`config.mk`:
```
export PLATFORM = sky130hd
export DESIGN_NAME = lagrange_cubic_resampler_flat
export DESIGN_NICKNAME = d
export VERILOG_FILES = /design/src/design/lcr_pkg.sv /design/src/design/lcr_stream_if.sv /design/src/design/lcr_datapath.sv /design/src/design/lcr_ctrl.sv /design/src/design/lagrange_cubic_resampler.sv /design/src/flat_wrapper.sv
export SDC_FILE = /design/constraint.sdc
export NUM_CORES = 2
export LEC_CHECK = 0
export ABC_CLOCK_PERIOD_IN_PS = 22200
export BUFFER_PORTS_ARGS = -buffer_cell sky130_fd_sc_hd__buf_2
export CAP_MARGIN = 20
export CORE_MARGIN = 8
export CORE_UTILIZATION = 54
export CTS_CLUSTER_DIAMETER = 120
export DETAILED_ROUTE_END_ITERATION = 12
export GPL_TIMING_DRIVEN = 0
export PLACE_DENSITY = 0.82
export SYNTH_ARGS = -nofsm -noshare
export SYNTH_HDL_FRONTEND = slang
export SYNTH_SLANG_ARGS = --single-unit
```
`constraint.sdc`:
```
create_clock -name i_clk -period 22.2 [get_ports i_clk]
set_input_delay 1.11 -clock i_clk [delete_from_list [all_inputs] [get_ports i_clk]]
set_output_delay 1.11 -clock i_clk [all_outputs]
set_load 0.02 [all_outputs]
```
`src/design/lcr_pkg.sv`:
```
// Shared types, widths and constants of the four-point Lagrange resampler.
// Used by the stream interfaces, the controller, the datapath and the top level.
// No dependencies.
`timescale 1ns / 1ps
`default_nettype none

package lcr_pkg;

    // Fixed field widths.
    localparam int SAMPLE_W = 16;
    localparam int STEP_W   = 20;

    // Defaults of the top-level parameters.
    localparam int FRAC_BITS_DEF  = 16;
    localparam int INDEX_BITS_DEF = 20;
    localparam int MAX_OUT_DEF    = 8;

    // Reset value of the rate step register (one source sample per output).
    localparam logic [STEP_W-1:0] RATE_STEP_RST = 20'd65536;

    // Configuration port.
    localparam int APB_DW = 32;
    localparam int APB_AW = 3;
    localparam logic [APB_AW-3:0] REG_RATE_STEP = '0;

    // Datapath widths. They follow from the 16-bit sample range, not from the
    // fraction width: polynomial terms stay within 22 signed bits and the
    // scaled result magnitude stays below 2^21.
    localparam int OPW = 22;
    localparam int U_W = 22;
    localparam int M_W = 21;
    localparam int Q_W = 19;

    // Division by six as a multiply by a rounded-up reciprocal. The estimate
    // is at most one too large and is corrected afterwards.
    localparam int DIV6_K = M_W + 3;
    localparam int R_W    = 22;
    localparam logic [R_W-1:0] DIV6_R = R_W'(((1 << DIV6_K) + 5) / 6);

    typedef enum logic [2:0] {
        OP_NONE,
        OP_SETUP,
        OP_MUL_A,
        OP_MUL_H,
        OP_MUL_G,
        OP_SCALE,
        OP_RECIP,
        OP_FINAL
    } t_dp_op;

    typedef struct packed {
        logic   load;
        logic   emit;
        logic   finish;
        t_dp_op op;
    } t_dp_cmd;

    typedef struct packed {
        logic more;
        logic pend;
        logic out_free;
        logic lin;
    } t_dp_status;

    typedef enum logic [2:0] {
        ST_IDLE,
        ST_CHECK,
        ST_MUL_A,
        ST_MUL_H,
        ST_MUL_G,
        ST_SCALE,
        ST_RECIP,
        ST_FINAL
    } t_state;

endpackage

`default_nettype wire

```
`src/design/lcr_stream_if.sv`:
```
// Valid/ready stream interfaces for source samples and resampled results.
// Depends on lcr_pkg for the sample width.
`timescale 1ns / 1ps
`default_nettype none

interface lcr_in_if;
    logic                                valid;
    logic                                ready;
    logic signed [lcr_pkg::SAMPLE_W-1:0] sample_in;
    logic                                clip_end;

    modport source (output valid, output sample_in, output clip_end, input ready);
    modport sink   (input valid, input sample_in, input clip_end, output ready);
endinterface

interface lcr_out_if;
    logic                                valid;
    logic                                ready;
    logic signed [lcr_pkg::SAMPLE_W-1:0] sample_out;
    logic                                last_of_run;
    logic                                clip_done;

    modport source (output valid, output sample_out, output last_of_run,
                    output clip_done, input ready);
    modport sink   (input valid, input sample_out, input last_of_run,
                    input clip_done, output ready);
endinterface

`default_nettype wire

```
`src/design/lcr_datapath.sv`:
```
// Datapath of the resampler: sample window, position tracking, one shared
// multiplier for the Horner steps, a reciprocal multiply for the divide-by-six,
// and the output register. Depends on lcr_pkg; driven by lcr_ctrl through t_dp_cmd.
`timescale 1ns / 1ps
`default_nettype none

module lcr_datapath #(
    parameter int FRAC_BITS      = lcr_pkg::FRAC_BITS_DEF,
    parameter int INDEX_BITS     = lcr_pkg::INDEX_BITS_DEF,
    parameter int MAX_OUT_PER_IN = lcr_pkg::MAX_OUT_DEF
) (
    input  wire logic                                i_clk,
    input  wire logic                                i_rst_n,
    input  wire lcr_pkg::t_dp_cmd                    i_cmd,
    output lcr_pkg::t_dp_status                      o_status,
    input  wire logic [lcr_pkg::STEP_W-1:0]          i_rate_step,
    input  wire logic signed [lcr_pkg::SAMPLE_W-1:0] i_sample_in,
    input  wire logic                                i_clip_end,
    input  wire logic                                i_out_ready,
    output logic                                     o_out_valid,
    output logic signed [lcr_pkg::SAMPLE_W-1:0]      o_sample_out,
    output logic                                     o_last_of_run,
    output logic                                     o_clip_done
);

    localparam int SW     = lcr_pkg::SAMPLE_W;
    localparam int OPW    = lcr_pkg::OPW;
    localparam int U_W    = lcr_pkg::U_W;
    localparam int M_W    = lcr_pkg::M_W;
    localparam int Q_W    = lcr_pkg::Q_W;
    localparam int POS_W  = INDEX_BITS + FRAC_BITS;
    localparam int CNT_W  = $clog2(MAX_OUT_PER_IN + 1);
    localparam int TW     = FRAC_BITS + 1;
    localparam int PROD_W = OPW + TW;
    localparam int NUM_W  = PROD_W + 1;

    localparam logic signed [POS_W-1:0] ONE_POS =
        {{(POS_W-1){1'b0}}, 1'b1} << FRAC_BITS;
    localparam logic signed [U_W-1:0] SAT_HI = {{(U_W-SW+1){1'b0}}, {(SW-1){1'b1}}};
    localparam logic signed [U_W-1:0] SAT_LO = {{(U_W-SW+1){1'b1}}, {(SW-1){1'b0}}};

    // Sample at 'back' places before the newest one; clamps at both ends.
    function automatic logic signed [SW-1:0] pick_tap(
        input logic signed [3:0]    back,
        input logic signed [SW-1:0] w0,
        input logic signed [SW-1:0] w1,
        input logic signed [SW-1:0] w2,
        input logic signed [SW-1:0] w3
    );
        logic signed [SW-1:0] v;
        if (back < 4'sd0) begin
            v = w3;
        end else begin
            case (back)
                4'sd0:   v = w3;
                4'sd1:   v = w2;
                4'sd2:   v = w1;
                default: v = w0;
            endcase
        end
        return v;
    endfunction

    // Control and state registers.
    logic signed [SW-1:0] r_win0, r_win1, r_win2, r_win3;
    logic [POS_W-1:0]      r_pos;
    logic [INDEX_BITS-1:0] r_idx;
    logic                  r_last;
    logic [CNT_W-1:0]      r_cnt;
    logic                  r_pend;
    logic                  r_out_valid;

    // Payload registers.
    logic signed [OPW-1:0]    r_op_a, r_a2, r_a1;
    logic signed [SW-1:0]     r_b;
    logic                     r_lin;
    logic signed [PROD_W-1:0] r_prod;
    logic signed [U_W-1:0]    r_u;
    logic [Q_W-1:0]           r_q;
    logic signed [SW-1:0]     r_res;
    logic signed [SW-1:0]     r_out_sample;
    logic                     r_out_lor;
    logic                     r_out_cd;

    // Position bookkeeping.
    logic [FRAC_BITS-1:0]     pos_frac;
    logic [INDEX_BITS-1:0]    pos_int;
    logic [POS_W-1:0]         idx_pos;
    logic signed [POS_W-1:0]  idx_gap;
    logic signed [POS_W-1:0]  thr;
    logic                     dist_gt_thr;
    logic                     dist_gt_one;
    logic                     more;
    logic                     out_free;

    // Tap selection and coefficients.
    logic [INDEX_BITS-1:0]    off;
    logic [2:0]               off_c;
    logic signed [3:0]        ob;
    logic signed [SW-1:0]     tap_a, tap_b, tap_c, tap_d;
    logic signed [OPW-1:0]    ta, tb, tc, td, tb3, tc3, s2;
    logic signed [OPW-1:0]    a3, a2, a1, op_a;
    logic                     lin_now;

    // Multiplier and scaling.
    logic signed [PROD_W-1:0] prod_sh;
    logic                     prod_rnd;
    logic signed [OPW-1:0]    prod_tr;
    logic signed [OPW-1:0]    mul_op;
    logic signed [TW-1:0]     mul_t;
    logic signed [PROD_W-1:0] mul_out;
    logic signed [NUM_W-1:0]  b_ext, base, num, num_sh;
    logic                     num_rnd;
    logic signed [U_W-1:0]    u_next;
    logic [U_W-1:0]           u_abs;
    logic [M_W-1:0]           u_mag;
    logic [M_W+lcr_pkg::R_W-1:0] recip_prod;
    logic [Q_W+2:0]           q6;
    logic [Q_W-1:0]           q_fix;
    logic signed [U_W-1:0]    q_ext, quo, val;
    logic signed [SW-1:0]     sat_val;

    always_comb begin
        pos_frac    = r_pos[FRAC_BITS-1:0];
        pos_int     = r_pos[POS_W-1:FRAC_BITS];
        idx_pos     = {r_idx, {FRAC_BITS{1'b0}}};
        idx_gap     = signed'(idx_pos - r_pos);
        // A clip-end step drains every position below the clip length.
        thr         = r_last ? -ONE_POS : ONE_POS;
        dist_gt_thr = idx_gap > thr;
        dist_gt_one = idx_gap > ONE_POS;
        more        = (r_cnt < CNT_W'(MAX_OUT_PER_IN)) && dist_gt_thr;
        out_free    = !r_out_valid || i_out_ready;
    end

    always_comb begin
        // Distance in whole samples from the output position to the newest
        // sample; never negative while outputs are being produced.
        off     = r_idx - pos_int;
        off_c   = (|off[INDEX_BITS-1:2]) ? 3'd4 : off[2:0];
        ob      = signed'({1'b0, off_c});
        tap_a   = pick_tap(ob + 4'sd1, r_win0, r_win1, r_win2, r_win3);
        tap_b   = pick_tap(ob,         r_win0, r_win1, r_win2, r_win3);
        tap_c   = pick_tap(ob - 4'sd1, r_win0, r_win1, r_win2, r_win3);
        tap_d   = pick_tap(ob - 4'sd2, r_win0, r_win1, r_win2, r_win3);
        lin_now = !(|pos_int[INDEX_BITS-1:1]) || (off_c <= 3'd1);

        ta  = OPW'(tap_a);
        tb  = OPW'(tap_b);
        tc  = OPW'(tap_c);
        td  = OPW'(tap_d);
        tb3 = (tb <<< 1) + tb;
        tc3 = (tc <<< 1) + tc;
        s2  = ta + tc - (tb <<< 1);
        a3  = td - ta + tb3 - tc3;
        a2  = (s2 <<< 1) + s2;
        a1  = (tc3 <<< 1) - (ta <<< 1) - tb3 - td;
        op_a = lin_now ? (tc - tb) : a3;
    end

    always_comb begin
        // Truncate the last product toward zero after dropping the fraction.
        prod_sh  = r_prod >>> FRAC_BITS;
        prod_rnd = r_prod[PROD_W-1] && (|r_prod[FRAC_BITS-1:0]);
        prod_tr  = signed'(prod_sh[OPW-1:0] + {{(OPW-1){1'b0}}, prod_rnd});

        case (i_cmd.op)
            lcr_pkg::OP_MUL_H: mul_op = r_a2 + prod_tr;
            lcr_pkg::OP_MUL_G: mul_op = r_a1 + prod_tr;
            default:           mul_op = r_op_a;
        endcase
        mul_t   = signed'({1'b0, pos_frac});
        mul_out = mul_op * mul_t;

        b_ext   = NUM_W'(r_b);
        base    = r_lin ? b_ext : ((b_ext <<< 2) + (b_ext <<< 1));
        num     = (base <<< FRAC_BITS) + NUM_W'(r_prod);
        num_sh  = num >>> FRAC_BITS;
        num_rnd = num[NUM_W-1] && (|num[FRAC_BITS-1:0]);
        u_next  = signed'(num_sh[U_W-1:0] + {{(U_W-1){1'b0}}, num_rnd});

        u_abs      = r_u[U_W-1] ? -r_u : r_u;
        u_mag      = u_abs[M_W-1:0];
        recip_prod = u_mag * lcr_pkg::DIV6_R;

        q6    = ({3'b000, r_q} << 2) + ({3'b000, r_q} << 1);
        q_fix = (q6 > {{(Q_W+3-M_W){1'b0}}, u_mag}) ? (r_q - 1'b1) : r_q;
        q_ext = signed'({{(U_W-Q_W){1'b0}}, q_fix});
        quo   = r_u[U_W-1] ? -q_ext : q_ext;
        val   = r_lin ? r_u : quo;

        if (val > SAT_HI) begin
            sat_val = SAT_HI[SW-1:0];
        end else if (val < SAT_LO) begin
            sat_val = SAT_LO[SW-1:0];
        end else begin
            sat_val = val[SW-1:0];
        end
    end

    always_ff @(posedge i_clk) begin
        if (!i_rst_n) begin
            r_win0      <= '0;
            r_win1      <= '0;
            r_win2      <= '0;
            r_win3      <= '0;
            r_pos       <= '0;
            r_idx       <= '0;
            r_last      <= 1'b0;
            r_cnt       <= '0;
            r_pend      <= 1'b0;
            r_out_valid <= 1'b0;
        end else begin
            if (i_cmd.load) begin
                r_win0 <= r_win1;
                r_win1 <= r_win2;
                r_win2 <= r_win3;
                r_win3 <= i_sample_in;
                r_last <= i_clip_end;
                r_cnt  <= '0;
            end
            if (i_cmd.op == lcr_pkg::OP_FINAL) begin
                r_pos  <= r_pos + POS_W'(i_rate_step);
                r_cnt  <= r_cnt + 1'b1;
                r_pend <= 1'b1;
            end
            if (i_cmd.emit) begin
                r_pend <= 1'b0;
            end
            if (i_cmd.finish) begin
                if (r_last) begin
                    r_pos <= '0;
                    r_idx <= '0;
                end else begin
                    // Outputs dropped by the cap: restart at the next interval.
                    if (dist_gt_one) begin
                        r_pos <= idx_pos - ONE_POS;
                    end
                    r_idx <= r_idx + 1'b1;
                end
            end
            if (i_cmd.emit) begin
                r_out_valid <= 1'b1;
            end else if (i_out_ready) begin
                r_out_valid <= 1'b0;
            end
        end
    end

    always_ff @(posedge i_clk) begin
        if (i_cmd.emit) begin
            r_out_sample <= r_res;
            r_out_lor    <= !more;
            r_out_cd     <= !more && r_last;
        end
        case (i_cmd.op)
            lcr_pkg::OP_SETUP: begin
                r_op_a <= op_a;
                r_a2   <= a2;
                r_a1   <= a1;
                r_b    <= tap_b;
                r_lin  <= lin_now;
            end
            lcr_pkg::OP_MUL_A,
            lcr_pkg::OP_MUL_H,
            lcr_pkg::OP_MUL_G: begin
                r_prod <= mul_out;
            end
            lcr_pkg::OP_SCALE: begin
                r_u <= u_next;
            end
            lcr_pkg::OP_RECIP: begin
                r_q <= recip_prod[lcr_pkg::DIV6_K +: Q_W];
            end
            lcr_pkg::OP_FINAL: begin
                r_res <= sat_val;
            end
            default: begin
            end
        endcase
    end

    assign o_status.more     = more;
    assign o_status.pend     = r_pend;
    assign o_status.out_free = out_free;
    assign o_status.lin      = r_lin;

    assign o_out_valid   = r_out_valid;
    assign o_sample_out  = r_out_sample;
    assign o_last_of_run = r_out_lor;
    assign o_clip_done   = r_out_cd;

endmodule

`default_nettype wire

```
`src/design/lcr_ctrl.sv`:
```
// Controller of the resampler: sequences input requests, the per-output
// evaluation steps and result hand-off. Depends on lcr_pkg.
`timescale 1ns / 1ps
`default_nettype none

module lcr_ctrl (
    input  wire logic                i_clk,
    input  wire logic                i_rst_n,
    input  wire logic                i_in_valid,
    output logic                     o_in_ready,
    input  wire lcr_pkg::t_dp_status i_status,
    output lcr_pkg::t_dp_cmd         o_cmd
);

    lcr_pkg::t_state r_state;
    lcr_pkg::t_state n_state;

    always_ff @(posedge i_clk) begin
        if (!i_rst_n) begin
            r_state <= lcr_pkg::ST_IDLE;
        end else begin
            r_state <= n_state;
        end
    end

    always_comb begin
        n_state       = r_state;
        o_in_ready    = 1'b0;
        o_cmd.load    = 1'b0;
        o_cmd.emit    = 1'b0;
        o_cmd.finish  = 1'b0;
        o_cmd.op      = lcr_pkg::OP_NONE;

        unique case (r_state)
            lcr_pkg::ST_IDLE: begin
                o_in_ready = 1'b1;
                if (i_in_valid) begin
                    o_cmd.load = 1'b1;
                    n_state    = lcr_pkg::ST_CHECK;
                end
            end
            lcr_pkg::ST_CHECK: begin
                // A finished result must leave before the next one is started,
                // since its last flag depends on whether another one follows.
                if (!i_status.pend || i_status.out_free) begin
                    o_cmd.emit = i_status.pend;
                    if (i_status.more) begin
                        o_cmd.op = lcr_pkg::OP_SETUP;
                        n_state  = lcr_pkg::ST_MUL_A;
                    end else begin
                        o_cmd.finish = 1'b1;
                        n_state      = lcr_pkg::ST_IDLE;
                    end
                end
            end
            lcr_pkg::ST_MUL_A: begin
                o_cmd.op = lcr_pkg::OP_MUL_A;
                n_state  = i_status.lin ? lcr_pkg::ST_SCALE : lcr_pkg::ST_MUL_H;
            end
            lcr_pkg::ST_MUL_H: begin
                o_cmd.op = lcr_pkg::OP_MUL_H;
                n_state  = lcr_pkg::ST_MUL_G;
            end
            lcr_pkg::ST_MUL_G: begin
                o_cmd.op = lcr_pkg::OP_MUL_G;
                n_state  = lcr_pkg::ST_SCALE;
            end
            lcr_pkg::ST_SCALE: begin
                o_cmd.op = lcr_pkg::OP_SCALE;
                n_state  = i_status.lin ? lcr_pkg::ST_FINAL : lcr_pkg::ST_RECIP;
            end
            lcr_pkg::ST_RECIP: begin
                o_cmd.op = lcr_pkg::OP_RECIP;
                n_state  = lcr_pkg::ST_FINAL;
            end
            lcr_pkg::ST_FINAL: begin
                o_cmd.op = lcr_pkg::OP_FINAL;
                n_state  = lcr_pkg::ST_CHECK;
            end
            default: begin
                n_state = lcr_pkg::ST_IDLE;
            end
        endcase
    end

endmodule

`default_nettype wire

```
`src/design/lagrange_cubic_resampler.sv`:
```
// Top level of the four-point Lagrange resampler: configuration register port,
// controller and datapath. Depends on lcr_pkg, lcr_stream_if, lcr_ctrl, lcr_datapath.
`timescale 1ns / 1ps
`default_nettype none

// The resampler takes one 16-bit source sample per input request and emits
// the output samples that lie at positions j*rate_step of the current clip,
// where rate_step is an unsigned fixed-point value with FRAC_BITS fraction
// bits written through the register port at byte address 0. Each output is a
// cubic Lagrange interpolation over the four samples around its position, or
// a linear one between two neighbors near the start and the end of a clip,
// truncated toward zero and saturated to 16 bits. The result that closes an
// input request carries last_of_run, and on a request that ends the clip it
// also carries clip_done; a request with clip_end restarts the position at
// zero. One input request yields at most MAX_OUT_PER_IN results. The block
// works on one input request at a time, with a single shared multiplier for
// the Horner steps: a request is accepted in the idle state, each cubic
// output steps through setup, MUL_A, MUL_H, MUL_G, scale, reciprocal and
// final, each linear output through setup, MUL_A, scale and final, and a
// closing check ends the request. A finished result waits while the output
// register is still held by the previous one. The output register lets a
// new request be accepted while the last result of the previous one waits
// to be taken. Change rate_step only while no request is in progress.
module lagrange_cubic_resampler #(
    parameter int FRAC_BITS      = lcr_pkg::FRAC_BITS_DEF,
    parameter int INDEX_BITS     = lcr_pkg::INDEX_BITS_DEF,
    parameter int MAX_OUT_PER_IN = lcr_pkg::MAX_OUT_DEF
) (
    input  wire logic                        i_clk,
    input  wire logic                        i_rst_n,
    lcr_in_if.sink                           i_in,
    lcr_out_if.source                        o_out,
    input  wire logic                        psel,
    input  wire logic                        penable,
    input  wire logic                        pwrite,
    input  wire logic [lcr_pkg::APB_AW-1:0]  paddr,
    input  wire logic [lcr_pkg::APB_DW-1:0]  pwdata,
    output logic [lcr_pkg::APB_DW-1:0]       prdata,
    output logic                             pready
);

    localparam int STEP_W = lcr_pkg::STEP_W;

    logic [STEP_W-1:0]           r_rate_step;
    logic [lcr_pkg::APB_AW-3:0]  reg_sel;
    logic                        reg_hit;
    logic                        rate_wr;
    lcr_pkg::t_dp_cmd            dp_cmd;
    lcr_pkg::t_dp_status         dp_status;

    // Register port: a single word-aligned register, written in the access
    // phase. Reads of unmapped words return zero.
    assign pready  = 1'b1;
    assign reg_sel = paddr[lcr_pkg::APB_AW-1:2];
    assign reg_hit = (reg_sel == lcr_pkg::REG_RATE_STEP);
    assign rate_wr = psel && penable && pwrite && reg_hit;
    assign prdata  = reg_hit ? {{(lcr_pkg::APB_DW-STEP_W){1'b0}}, r_rate_step} : '0;

    always_ff @(posedge i_clk) begin
        if (!i_rst_n) begin
            r_rate_step <= lcr_pkg::RATE_STEP_RST;
        end else if (rate_wr) begin
            r_rate_step <= pwdata[STEP_W-1:0];
        end
    end

    lcr_ctrl u_ctrl (
        .i_clk      (i_clk),
        .i_rst_n    (i_rst_n),
        .i_in_valid (i_in.valid),
        .o_in_ready (i_in.ready),
        .i_status   (dp_status),
        .o_cmd      (dp_cmd)
    );

    lcr_datapath #(
        .FRAC_BITS      (FRAC_BITS),
        .INDEX_BITS     (INDEX_BITS),
        .MAX_OUT_PER_IN (MAX_OUT_PER_IN)
    ) u_datapath (
        .i_clk         (i_clk),
        .i_rst_n       (i_rst_n),
        .i_cmd         (dp_cmd),
        .o_status      (dp_status),
        .i_rate_step   (r_rate_step),
        .i_sample_in   (i_in.sample_in),
        .i_clip_end    (i_in.clip_end),
        .i_out_ready   (o_out.ready),
        .o_out_valid   (o_out.valid),
        .o_sample_out  (o_out.sample_out),
        .o_last_of_run (o_out.last_of_run),
        .o_clip_done   (o_out.clip_done)
    );

    // Only one request is in work at a time, so acceptance drops ready.
    a_one_in_flight: assert property (
        @(posedge i_clk) disable iff (!i_rst_n)
        (i_in.valid && i_in.ready) |=> !i_in.ready
    ) else $error("input accepted on two consecutive cycles");

    // The end of a clip is always marked on the result that closes a request.
    a_done_is_last: assert property (
        @(posedge i_clk) disable iff (!i_rst_n)
        o_out.valid |-> (!o_out.clip_done || o_out.last_of_run)
    ) else $error("clip_done without last_of_run");

    // A write to the rate register takes effect at the access edge.
    a_rate_write: assert property (
        @(posedge i_clk) disable iff (!i_rst_n)
        rate_wr |=> (r_rate_step == $past(pwdata[STEP_W-1:0]))
    ) else $error("rate_step write lost");

endmodule

`default_nettype wire
```
`src/flat_wrapper.sv`:
```
// flat-port wrapper written by rule: the top's interface ports become plain ports
module lagrange_cubic_resampler_flat 
#(
    parameter int FRAC_BITS      = lcr_pkg::FRAC_BITS_DEF,
    parameter int INDEX_BITS     = lcr_pkg::INDEX_BITS_DEF,
    parameter int MAX_OUT_PER_IN = lcr_pkg::MAX_OUT_DEF
)
  (i_clk, i_rst_n, psel, penable, pwrite, paddr, pwdata, prdata, pready, i_in_valid, i_in_sample_in, i_in_clip_end, i_in_ready, o_out_valid, o_out_sample_out, o_out_last_of_run, o_out_clip_done, o_out_ready);
  lcr_in_if i_in_i ();
  lcr_out_if o_out_i ();
  input  wire logic i_clk;
  input  wire logic i_rst_n;
  input  wire logic psel;
  input  wire logic penable;
  input  wire logic pwrite;
  input  wire logic [lcr_pkg::APB_AW-1:0] paddr;
  input  wire logic [lcr_pkg::APB_DW-1:0] pwdata;
  output logic [lcr_pkg::APB_DW-1:0] prdata;
  output logic pready;
  input wire logic [$bits(i_in_i.valid)-1:0] i_in_valid;
  input wire logic [$bits(i_in_i.sample_in)-1:0] i_in_sample_in;
  input wire logic [$bits(i_in_i.clip_end)-1:0] i_in_clip_end;
  output wire logic [$bits(i_in_i.ready)-1:0] i_in_ready;
  output wire logic [$bits(o_out_i.valid)-1:0] o_out_valid;
  output wire logic [$bits(o_out_i.sample_out)-1:0] o_out_sample_out;
  output wire logic [$bits(o_out_i.last_of_run)-1:0] o_out_last_of_run;
  output wire logic [$bits(o_out_i.clip_done)-1:0] o_out_clip_done;
  input wire logic [$bits(o_out_i.ready)-1:0] o_out_ready;
  assign i_in_i.valid = i_in_valid;
  assign i_in_i.sample_in = i_in_sample_in;
  assign i_in_i.clip_end = i_in_clip_end;
  assign i_in_ready = i_in_i.ready;
  assign o_out_valid = o_out_i.valid;
  assign o_out_sample_out = o_out_i.sample_out;
  assign o_out_last_of_run = o_out_i.last_of_run;
  assign o_out_clip_done = o_out_i.clip_done;
  assign o_out_i.ready = o_out_ready;
  lagrange_cubic_resampler #(.FRAC_BITS(FRAC_BITS), .INDEX_BITS(INDEX_BITS), .MAX_OUT_PER_IN(MAX_OUT_PER_IN)) u_core (.i_clk(i_clk), .i_rst_n(i_rst_n), .i_in(i_in_i), .o_out(o_out_i), .psel(psel), .penable(penable), .pwrite(pwrite), .paddr(paddr), .pwdata(pwdata), .prdata(prdata), .pready(pready));
endmodule
```
==> results.txt <==
----------------------------------------------------
[Setup path]
  Crit path capture type ... flip-flop
  WP data arrival ... 14160 ps
  Critical path's top delay family ... compound AO/OA/AOI/OAI gates
  CP Max Fanout ... 10
  CP Buf/Inv Count ... 10
  Critical-path cell with the highest stage delay ... sky130_fd_sc_hd__o21ai_0
  Critical path class ... flip-flop to flip-flop
  Required time worst endpoint ... between 20000 and 25000 ps
  Worst stage delay on the critical path ... roughly 860 ps
  Kind of start point of the critical path ... flip-flop

[Synth]
  Post-synth ARST share ... 0%
  Post-synthesis cell type with the largest combined area ... sky130_fd_sc_hd__fa_1
  Post-synthesis share of cell area spent on xor and xnor gates ... ~7.0%
  Synthesis-stage register bit count ... 343
  Prevailing post-synth register cell ... sky130_fd_sc_hd__edfxtp_1
  Multiplexer area fraction after synthesis ... approximately 1.7%
  Most area-consuming cells after synthesis ... sky130_fd_sc_hd__fa_1 (22%), sky130_fd_sc_hd__ha_1 (14%), sky130_fd_sc_hd__edfxtp_1 (11%)
  Avg Cell Area, Syn ... around 8.7 µm²
  Yosys top cell area share ... 22.2%
  Yosys cell types ... 90
  Sequential fraction of the synthesis area ... between 10% and 20%
  Basic-gate share of the synthesized area counting and, or, nand and nor cells ... roughly 15%
  Area share of fa/ha/maj cells after synthesis ... a little over a third
  Cell types with the highest counts after synthesis ... sky130_fd_sc_hd__inv_1 (902), sky130_fd_sc_hd__nand2_1 (668), sky130_fd_sc_hd__ha_1 (580)
  Dominant combinational cell family by area after synthesis ... adder cells
  Synth warnings ... 0
  Compound-cell area share of the yosys netlist ... around 14%
  Cell Area, Synth ... a little over 50000 µm²
  Library cell with the highest instance count after synthesis ... sky130_fd_sc_hd__inv_1
  Number of instances in the synthesized netlist ... around 5900
  Count of flip-flops with a built-in enable after synthesis ... approximately 190

[Global route]
  Aggregate global-route resource usage ... between 20 and 30%
  Maximum number of pins on one net before global-route repair ... 37
  GRT busiest layer ... met2
  Routing usage on met2 ... 44.8%
  Overflow left after global routing ... 0
  Antenna violations before repair ... 2
  Grt met3 use ... under 10%
  Met1 routing resource usage after global routing ... between 30% and 40%
  First-pass GRT wire length ... ~230000 µm
  Number of global-route vias before repair ... 43300

[Clock network]
  Clock edge transition at the registers on the reported setup and hold paths ... ~60 ps
  Number of buffers inserted during clock tree synthesis ... 41
  TritonCTS clock tree ... yes
  Clk root buf ... sky130_fd_sc_hd__clkbuf_16
  Clk Latency, worst-skew pair ... about 600 ps
  H-Tree Depth ... 2
  Clock Path Buffers ... 3
  Post-CTS sizing ... 0
  # clock sinks ... 343
  Hold buffers post-CTS ... 0
  Post-CTS Setup Bufs ... 0

[Drt]
  Average wire per standard cell ... about 20 µm
  Remaining DRCs ... 0
  Sum of routed wire length over all layers ... roughly 150000 µm
  Per-cell via count in the routed design ... ~5.8
  Initial DRC count ... between 4000 and 5000
  First-pass iteration count of the detailed router ... 6
  Remaining antenna violation count ... 0
  Total number of vias ... about 43000

[Timing]
  Setup TNS after final layout ... 0 ps
  Measured slew at the worst slew-check pin ... between 1000 and 1500 ps
  Relative max-transition margin ... ~17%
  Highest achievable clock rate ... ~72 MHz
  Unrepaired setup endpoints after global routing ... false
  Worst clock skew on the final layout ... between 30 and 40 ps
  Count of final hold-check violations ... 0
  Period minus WS final ... between 10000 and 15000 ps
  Final period util ... 62.4%
  Final setup violation count ... 0
  Max-slew violations ... 0

[Placed design]
  Detailed-placement wirelength estimate ... 122000 µm
  Number of port buffers ... between 80 and 90
  Gpl congestion ... just under 1

[Flow run]
  Max-cap violations ... 0

[Die]
  Effective utilization at floorplan ... between 50% and 60%
  DIE HEIGHT ... around 320 µm
  Floorplan Core Area ... between 90000 and 100000 µm²
  Chip width ... 323 µm
  IO Pins ... 112
  Total die area ... 105000 µm²
  Standard-cell rows ... approximately 110

[Layout]
  Area growth from synthesis to final layout ... 7.12%
  Number of antenna repair diodes ... 0
  Number of nets at the end of the flow ... ~7200
  Fraction of final layout cells with drive strength greater than 1 ... under 10%

[Worst hold path]
  Worst hold path class ... flip-flop to flip-flop

[Run status]
  Outcome ... finished clean

----------------------------------------------------
layout make-up:
class,instances,area [µm²]
fill,8132,38800
multi-input combinational,4421,38000
sequential,343,8800
inverter,904,3390
tap,1254,1570
clock buffer,51,1090
buffer,214,880
timing repair buffer,96,572
clock inverter,24,315
path summary, 6_finish.rpt:
check / start / to / slack [ps] / cells past startpoint
setup / recovery: u_core.u_ctrl.r_state[2] / u_core.u_datapath.r_prod[38] / 8340 / 44
hold / removal: u_core.u_datapath.r_res[4] / u_core.u_datapath.o_sample_out[4] / 420 / 0
setup reg to reg: u_core.u_ctrl.r_state[2] / u_core.u_datapath.r_prod[38] / 8340 / 44
hold reg to reg: u_core.u_datapath.r_res[4] / u_core.u_datapath.o_sample_out[4] / 420 / 0
cells by family (layout without fill, tap and decap cells):
| family | count (synthesis) | count (layout) |
|---|---|---|
| xor+xnor | 405 | 405 |
| simple gates | 1646 | 1646 |
| flops | 343 | 343 |
| compound gates | 1130 | 1130 |
| mux | 82 | 82 |
| buf+inv | 1118 | 1289 |
| fa+ha+maj | 1145 | 1145 |
| other cells | 2 | 13 |
cells in the final DEF (no fill, tap or decap), types with 23 or more instances in the layout:
| cell | instances |
|---|---|
| sky130_fd_sc_hd__nand3_1 | 96 |
| sky130_fd_sc_hd__fa_1 | 565 |
| sky130_fd_sc_hd__nand2_1 | 668 |
| sky130_fd_sc_hd__nor4_1 | 37 |
| sky130_fd_sc_hd__clkbuf_1 | 185 |
| sky130_fd_sc_hd__o21ai_0 | 201 |
| sky130_fd_sc_hd__and2_1 | 163 |
| sky130_fd_sc_hd__a21oi_1 | 422 |
| sky130_fd_sc_hd__buf_2 | 92 |
| sky130_fd_sc_hd__ha_1 | 580 |
| sky130_fd_sc_hd__nor2b_1 | 73 |
| sky130_fd_sc_hd__a21boi_0 | 28 |
| sky130_fd_sc_hd__mux2i_1 | 27 |
| sky130_fd_sc_hd__a211oi_1 | 23 |
| sky130_fd_sc_hd__inv_1 | 902 |
| sky130_fd_sc_hd__and3_1 | 43 |
| sky130_fd_sc_hd__nand2b_1 | 48 |
| sky130_fd_sc_hd__dfxtp_1 | 150 |
| sky130_fd_sc_hd__o21bai_1 | 54 |
| sky130_fd_sc_hd__xor2_1 | 103 |
| sky130_fd_sc_hd__o21a_1 | 43 |
| sky130_fd_sc_hd__nor2_1 | 287 |
| sky130_fd_sc_hd__nor3_1 | 89 |
| sky130_fd_sc_hd__a31oi_1 | 31 |
| sky130_fd_sc_hd__edfxtp_1 | 193 |
| sky130_fd_sc_hd__nand4_1 | 38 |
| sky130_fd_sc_hd__mux2_2 | 55 |
| sky130_fd_sc_hd__a21o_1 | 81 |
| sky130_fd_sc_hd__o22ai_1 | 40 |
| sky130_fd_sc_hd__or3_1 | 33 |
| sky130_fd_sc_hd__clkbuf_16 | 42 |
| sky130_fd_sc_hd__xnor2_1 | 301 |
through the flow:
stage | setup slack, ps | hold slack (ps) | util [%] | instances | cell area (µm²)
final | 8340 | 417 | 58.4 | 7307 | 54600
after global routing | 7810 | 421 | 58.4 | 7307 | 54600
after CTS | 8790 | 418 | 58.4 | 7306 | 54600
after detailed placement | 8930 | 405 | 56.9 | 7231 | 53200
after global placement | 8820 | 401 | 56.7 | 7220 | 53000
after floorplan | 11930 | 400 | - | 5882 | 51000
worst register-to-register path, delay by kind of cell (launching register included):
kind	cells	cell delay (ps)
AND/OR/NAND/NOR	8	2100
flip-flops	1	310
XOR/XNOR	2	420
buffers and inverters	10	2450
adder cells (fa/ha/maj)	8	3390
AO/OA/AOI/OAI	16	4910
flip-flops by register name, summed over array words and instances (netlist names), 19 cells and up:
name / flops
u_core.r_rate_step: 20
u_core.u_datapath.r_a1: 22
u_core.u_datapath.r_a2: 20
u_core.u_datapath.r_idx: 20
u_core.u_datapath.r_op_a: 20
u_core.u_datapath.r_pos: 36
u_core.u_datapath.r_prod: 39
u_core.u_datapath.r_q: 19
u_core.u_datapath.r_u: 22
per-layer routing:
layer | vias to the layer above | routed length, µm
li1 | 19800 | -
met1 | 20700 | 59300
met2 | 1813 | 65500
met3 | 380 | 14400
met4 | 4 | 6420
met5 | - | 27
Power is not shown: default switching activity piles up to over one toggle a cycle in this logic, so the estimate is an artifact.
